### config.mk
export PLATFORM = sky130hd
export DESIGN_NAME = gbos_ctrl
export DESIGN_NICKNAME = d
export VERILOG_FILES = /design/src/gbos_pkg.sv /design/src/gbos_ctrl.sv
export SDC_FILE = /design/constraint.sdc
export NUM_CORES = 1
export LEC_CHECK = 0
export CAP_MARGIN = 20
export CORE_AREA = 2 2 39 41
export DETAILED_ROUTE_END_ITERATION = 16
export DIE_AREA = 0 0 41 43
export DONT_BUFFER_PORTS = 1
export PLACE_DENSITY = 0.73
export REMOVE_ABC_BUFFERS = 1
export SYNTH_ARGS = -nofsm -noshare
export SYNTH_HDL_FRONTEND = slang
export SYNTH_SLANG_ARGS = --single-unit
export TNS_END_PERCENT = 50
### constraint.sdc
create_clock -name clk -period 2.2 [get_ports clk]
set_clock_uncertainty 0.2 [all_clocks]
set_input_delay 0.44 -clock clk [delete_from_list [all_inputs] [get_ports clk]]
set_output_delay 0.44 -clock clk [all_outputs]
set_load 0.005 [all_outputs]
### src/gbos_pkg.sv
// Shared types and constants of the greedy box overlap suppression block.
package gbos_pkg;

    localparam int DEF_MAX_BOXES = 1024;
    localparam int DEF_MAX_KEEP  = 64;

    localparam logic [1:0] CFG_SCORE_THR = 2'd0;
    localparam logic [1:0] CFG_OVL_THR   = 2'd1;
    localparam logic [1:0] CFG_MAX_CAND  = 2'd2;

    localparam logic signed [16:0] RST_SCORE_THR = -17'sd1;
    localparam logic [16:0]        RST_OVL_THR   = 17'd29491;
    localparam logic signed [11:0] RST_MAX_CAND  = -12'sd1;

    typedef enum logic [4:0] {
        ST_LOAD,
        ST_SORT_INIT,
        ST_SORT_CHK,
        ST_SORT_SC,
        ST_SORT_J,
        ST_SORT_RO,
        ST_SORT_RS,
        ST_CAP,
        ST_WALK_CHK,
        ST_WALK_RO,
        ST_WALK_RB,
        ST_WALK_AREA,
        ST_PAIR_CHK,
        ST_PAIR_RK,
        ST_PAIR_RB,
        ST_PAIR_W1,
        ST_PAIR_W2,
        ST_PAIR_W3,
        ST_PAIR_DEC,
        ST_OUT_INIT,
        ST_OUT_RK,
        ST_OUT_RS,
        ST_OUT_LD,
        ST_OUT_WAIT
    } state_t;

    typedef struct packed {
        logic load;
        logic sort_init;
        logic rd_score_i;
        logic sort_take;
        logic i_inc;
        logic ins_i;
        logic rd_ord_jm1;
        logic rd_score_ord;
        logic shift;
        logic cap;
        logic rd_ord_i;
        logic rd_box_ord;
        logic cand_latch;
        logic jk_clr;
        logic rd_kl;
        logic rd_box_kl;
        logic jk_inc;
        logic keep;
        logic set_over;
        logic out_none;
        logic rd_score_kl;
        logic out_load;
        logic clear_run;
    } cmd_t;

    typedef struct packed {
        logic in_last;
        logic all_loaded;
        logic score_pass;
        logic j_zero;
        logic score_less;
        logic walk_done;
        logic kept_all;
        logic kept_full;
        logic pair_ok;
        logic kept_zero;
        logic out_last;
    } sts_t;

endpackage

### src/gbos_ctrl.sv
// Controller state machine that sequences load, sort, suppression and output.
module gbos_ctrl (
    input  logic           clk,
    input  logic           rst_n,
    input  logic           in_valid,
    output logic           in_ready,
    output logic           out_valid,
    input  logic           out_ready,
    input  gbos_pkg::sts_t sts,
    output gbos_pkg::cmd_t cmd
);
    import gbos_pkg::*;

    state_t state_reg, state_next;

    always_ff @(posedge clk or negedge rst_n)
    begin
        if (!rst_n)
            state_reg <= ST_LOAD;
        else
            state_reg <= state_next;
    end

    always_comb
    begin
        state_next = state_reg;
        unique case (state_reg)
            ST_LOAD:      if (in_valid && sts.in_last) state_next = ST_SORT_INIT;
            ST_SORT_INIT: state_next = ST_SORT_CHK;
            ST_SORT_CHK:  state_next = sts.all_loaded ? ST_CAP : ST_SORT_SC;
            ST_SORT_SC:   state_next = sts.score_pass ? ST_SORT_J : ST_SORT_CHK;
            ST_SORT_J:    state_next = sts.j_zero ? ST_SORT_CHK : ST_SORT_RO;
            ST_SORT_RO:   state_next = ST_SORT_RS;
            ST_SORT_RS:   state_next = sts.score_less ? ST_SORT_J : ST_SORT_CHK;
            ST_CAP:       state_next = ST_WALK_CHK;
            ST_WALK_CHK:  state_next = sts.walk_done ? ST_OUT_INIT : ST_WALK_RO;
            ST_WALK_RO:   state_next = ST_WALK_RB;
            ST_WALK_RB:   state_next = ST_WALK_AREA;
            ST_WALK_AREA: state_next = ST_PAIR_CHK;
            ST_PAIR_CHK:
            begin
                if (!sts.kept_all)
                    state_next = ST_PAIR_RK;
                else if (sts.kept_full)
                    state_next = ST_OUT_INIT;
                else
                    state_next = ST_WALK_CHK;
            end
            ST_PAIR_RK:   state_next = ST_PAIR_RB;
            ST_PAIR_RB:   state_next = ST_PAIR_W1;
            ST_PAIR_W1:   state_next = ST_PAIR_W2;
            ST_PAIR_W2:   state_next = ST_PAIR_W3;
            ST_PAIR_W3:   state_next = ST_PAIR_DEC;
            ST_PAIR_DEC:  state_next = sts.pair_ok ? ST_PAIR_CHK : ST_WALK_CHK;
            ST_OUT_INIT:  state_next = sts.kept_zero ? ST_OUT_WAIT : ST_OUT_RK;
            ST_OUT_RK:    state_next = ST_OUT_RS;
            ST_OUT_RS:    state_next = ST_OUT_LD;
            ST_OUT_LD:    state_next = ST_OUT_WAIT;
            ST_OUT_WAIT:
            begin
                if (out_ready)
                    state_next = sts.out_last ? ST_LOAD : ST_OUT_RK;
            end
            default:      state_next = ST_LOAD;
        endcase
    end

    always_comb
    begin
        cmd       = '0;
        in_ready  = 1'b0;
        out_valid = 1'b0;
        unique case (state_reg)
            ST_LOAD:
            begin
                in_ready = 1'b1;
                cmd.load = in_valid;
            end
            ST_SORT_INIT: cmd.sort_init = 1'b1;
            ST_SORT_CHK:  cmd.rd_score_i = !sts.all_loaded;
            ST_SORT_SC:
            begin
                cmd.sort_take = sts.score_pass;
                cmd.i_inc     = !sts.score_pass;
            end
            ST_SORT_J:
            begin
                cmd.ins_i      = sts.j_zero;
                cmd.rd_ord_jm1 = !sts.j_zero;
            end
            ST_SORT_RO:   cmd.rd_score_ord = 1'b1;
            ST_SORT_RS:
            begin
                // A later equal score stays behind the earlier one.
                cmd.shift = sts.score_less;
                cmd.ins_i = !sts.score_less;
            end
            ST_CAP:       cmd.cap = 1'b1;
            ST_WALK_CHK:  cmd.rd_ord_i = !sts.walk_done;
            ST_WALK_RO:   cmd.rd_box_ord = 1'b1;
            ST_WALK_RB:   cmd.cand_latch = 1'b1;
            ST_WALK_AREA: cmd.jk_clr = 1'b1;
            ST_PAIR_CHK:
            begin
                cmd.rd_kl    = !sts.kept_all;
                cmd.set_over = sts.kept_all && sts.kept_full;
                cmd.keep     = sts.kept_all && !sts.kept_full;
            end
            ST_PAIR_RK:   cmd.rd_box_kl = 1'b1;
            ST_PAIR_RB, ST_PAIR_W1, ST_PAIR_W2, ST_PAIR_W3: ;
            ST_PAIR_DEC:
            begin
                cmd.jk_inc = sts.pair_ok;
                cmd.i_inc  = !sts.pair_ok;
            end
            ST_OUT_INIT:
            begin
                cmd.jk_clr   = 1'b1;
                cmd.out_none = sts.kept_zero;
            end
            ST_OUT_RK:    cmd.rd_kl = 1'b1;
            ST_OUT_RS:    cmd.rd_score_kl = 1'b1;
            ST_OUT_LD:    cmd.out_load = 1'b1;
            ST_OUT_WAIT:
            begin
                out_valid     = 1'b1;
                cmd.clear_run = out_ready && sts.out_last;
                cmd.jk_inc    = out_ready && !sts.out_last;
            end
            default: ;
        endcase
    end

endmodule

==> impl_metrics.toml <==
[finish]
final_util = 0.6356
area_delta_synth_final_pct = 15.62
seq_area_um2 = 131.4
drive_above_1_share = 0.2460
largest_register_ffs = 5
n_fill_cell = 126
n_antenna_cell = 0
multi_input_area_um2 = 579.3
layout.nets = 142

[sta]
max_slew_margin = 0.6448
finalSetupViolCount = 0
fin_crit_sh = 0.9937
worst_slew_pin_slew_ps = 519.4
slew_violations = 0
period_minus_slack_ps = 2186
hold_viol = 0
rsz0062_at_grt = "true"
fmax_mhz = 457.4
worst_slack_ps = 13.78

[pwr]
swShare = 0.5225
p_leak_nw = 0.3453
p_clk_frac = 0.086
vdd_drop_max_v = 0.0006025
pwr_density_cell_mw_per_mm2 = 1418
internal_power_mw = 0.5954
switchingPower_mw = 0.6515
seqPwrFrac = 0.221
p_comb_frac = 0.694

[grt]
grt_pass1_vias = 812
antenna_found_initial = 0
top_usage_layer = "met2"
grt_use_met3 = 0.04712
grt_pass1_wl_mm = 3.512
track_usage = 0.2798
use_met2 = 0.4094
grt_util_met1 = 0.3974
grt_overflow = 0
grt_max_degree = 17

[logic_synthesis]
synthArstFlopShare = 1.000
ys_seq_elements = 5
synth_edf_count = 0
synth_cell_type_count = 40
synth.top_cell.area_share = 0.1645
ys.flop_type = "dfrtp_1"
avgSynthCellArea_um2 = 6.339
synth.area.top_cells = "dfrtp_1 (16%), nor2_1 (7.9%), nand2_1 (7.4%), a21oi_1 (6.6%), nor3_1 (5.9%)"
synth_top_area_cell = "dfrtp_1"
syn_inst = 120
syn_area_um2 = 760.7
ys_seq_area_frac = 0.1645
synth_warnings = 0

[worst_setup_path]
critPathMaxFanout = 8
crit_type = "reg2out"
crit_path_end_kind = "output pin"
critPathArrivalTime_ps = 1550
startpoint_type = "flip-flop"
slowest_delay_ps = 560
worst-path-buf-inv = 1
crit_required_ps = 1560
slowest_stage = "or4_1"
path_cells = "buf_4 -> or4_1 -> o21ai_1"
critPathTopFamily = "simple AND/OR/NAND/NOR gates"

[drt]
vias_per_cell = 6.683
drc = 0
ant_nets = 0
firstDrtPassIters = 4
drt_wl_total_mm = 2.303
wl_per_cell_um = 16.22
vias = 949
drt_iter0_drc = 69

[clocking]
cts_buffer_depth = 2
cts_tree = "yes"
numCtsBuffers = 3
cts.sinks = 5
htreeDepth = 1
clk_latency_ps = 240
path_clk_slew_ps = 50
cts_root_buf = "clkbuf_4"

[die]
die_w_um = 41
die_h_um = 43
die_area_mm2 = 0.001763
io_pins = 40
start_util = 0.5497
coreArea_mm2 = 0.001384
num_rows = 14

[placement]
io_buffers = 0
pre_cts_slack_ps = 135.5
dpl.hpwl_mm = 1.686
place_congestion = 0.9582

[worst_hold_path]
min_path_type = "in2reg"

[outcome]
status = "complete, no violations"

[job]
drv_cap = 0
==> Yosys cell counts, types with 2 or more instances <==
| master | n |
|---|---|
| nor2_1 | 16 |
| nand2_1 | 15 |
| a21oi_1 | 10 |
| nor3_1 | 9 |
| o21ai_0 | 6 |
| buf_2 | 5 |
| dfrtp_1 | 5 |
| clkbuf_1 | 4 |
| inv_1 | 4 |
| nand2b_1 | 4 |
| nand3_1 | 3 |
| o22ai_1 | 3 |
| a211oi_1 | 2 |
| and3_1 | 2 |
| and4_1 | 2 |
| nor3b_1 | 2 |
| nor4_1 | 2 |
| o211ai_1 | 2 |
| or2_2 | 2 |
| or3_1 | 2 |
==> worst paths after layout <==
| path | slack, ps | startpoint | endpoint | cells after the start |
|---|---|---|---|---|
| worst max-delay path | 10 | state_reg[3] | cmd[6] | 3 |
| worst min register to register | 470 | state_reg[4] | state_reg[3] | 1 |
| min in group asynchronous | 290 | rst_n | state_reg[4] | 1 |
| max in group asynchronous | 1300 | rst_n | state_reg[2] | 1 |
| worst max register to register | 310 | state_reg[2] | state_reg[1] | 5 |
| worst min-delay path | 240 | out_ready | state_reg[0] | 2 |
==> layout make-up <==
class | instances | share of cell area
Clock buffer | 4 | 0.02987
Inverter | 4 | 0.01707
Multi-Input combinational cell | 99 | 0.6586
Sequential cell | 5 | 0.1494
Tap cell | 16 | 0.02276
Timing Repair Buffer | 14 | 0.1223
==> stage by stage <==
step / hold WS, ps / setup TNS (ps) / instances / instance area [µm²] / total power, mW
global placement: -55.48 / 0 / 135 / 800.8 / 1.033
global route: 220.1 / -90.69 / 142 / 879.6 / 1.357
detailed placement: -55.45 / 0 / 135 / 800.8 / 1.049
finish: 236.7 / 0 / 142 / 879.6 / 1.247
floorplan: -55.59 / 0 / 108 / 698.2 / 0.7546
CTS: 232.5 / 0 / 142 / 859.6 / 1.195
==> logic make-up after synthesis <==
logic type,after synthesis,synth area share
multiplexers,1,0.01316
AND/OR/NAND/NOR,69,0.4868
buffers and inverters,16,0.1020
AO/OA/AOI/OAI,29,0.2336
flip-flops,5,0.1645
==> power by group through the flow <==
| stage | Clock (mW) | Combinational (mW) | Sequential [mW] |
|---|---|---|---|
| after global placement | 0 | 0.772 | 0.261 |
| after floorplan | 0 | 0.482 | 0.272 |
| final | 0.107 | 0.865 | 0.275 |
| after detailed placement | 0 | 0.788 | 0.261 |
| after CTS | 0.112 | 0.819 | 0.264 |
| after global routing | 0.123 | 0.948 | 0.286 |
==> metal layers <==
layer	wire, µm	up-vias
met2	1154	64
met3	224	6
met5	0	-
met1	898	434
met4	26	0
li1	-	445
==> layout by cell type, fill, tap and decap left out, types with 2 or more instances in the layout <==
master / count
clkbuf_4: 3
o21ai_0: 5
or3_4: 2
inv_1: 4
o211ai_1: 2
nand3_1: 3
nand2_1: 15
o22ai_1: 3
or2_2: 2
nor2_1: 15
and3_1: 2
nand2b_1: 4
a211oi_1: 2
dfrtp_2: 5
and4_1: 2
nor3_1: 8
nor3b_1: 2
nor4_1: 2
a21oi_1: 10
buf_4: 13
==> what timing repair did <==
item,in CTS,in global routing
hold endpoints to repair,5,0
pin swaps,0,0
buffers inserted,2,0
hold buffers,1,0
endpoints found under the setup margin,6,7
cloned,0,0
resized for setup,6,5
No activity file was read; power rests on OpenSTA's default activity.
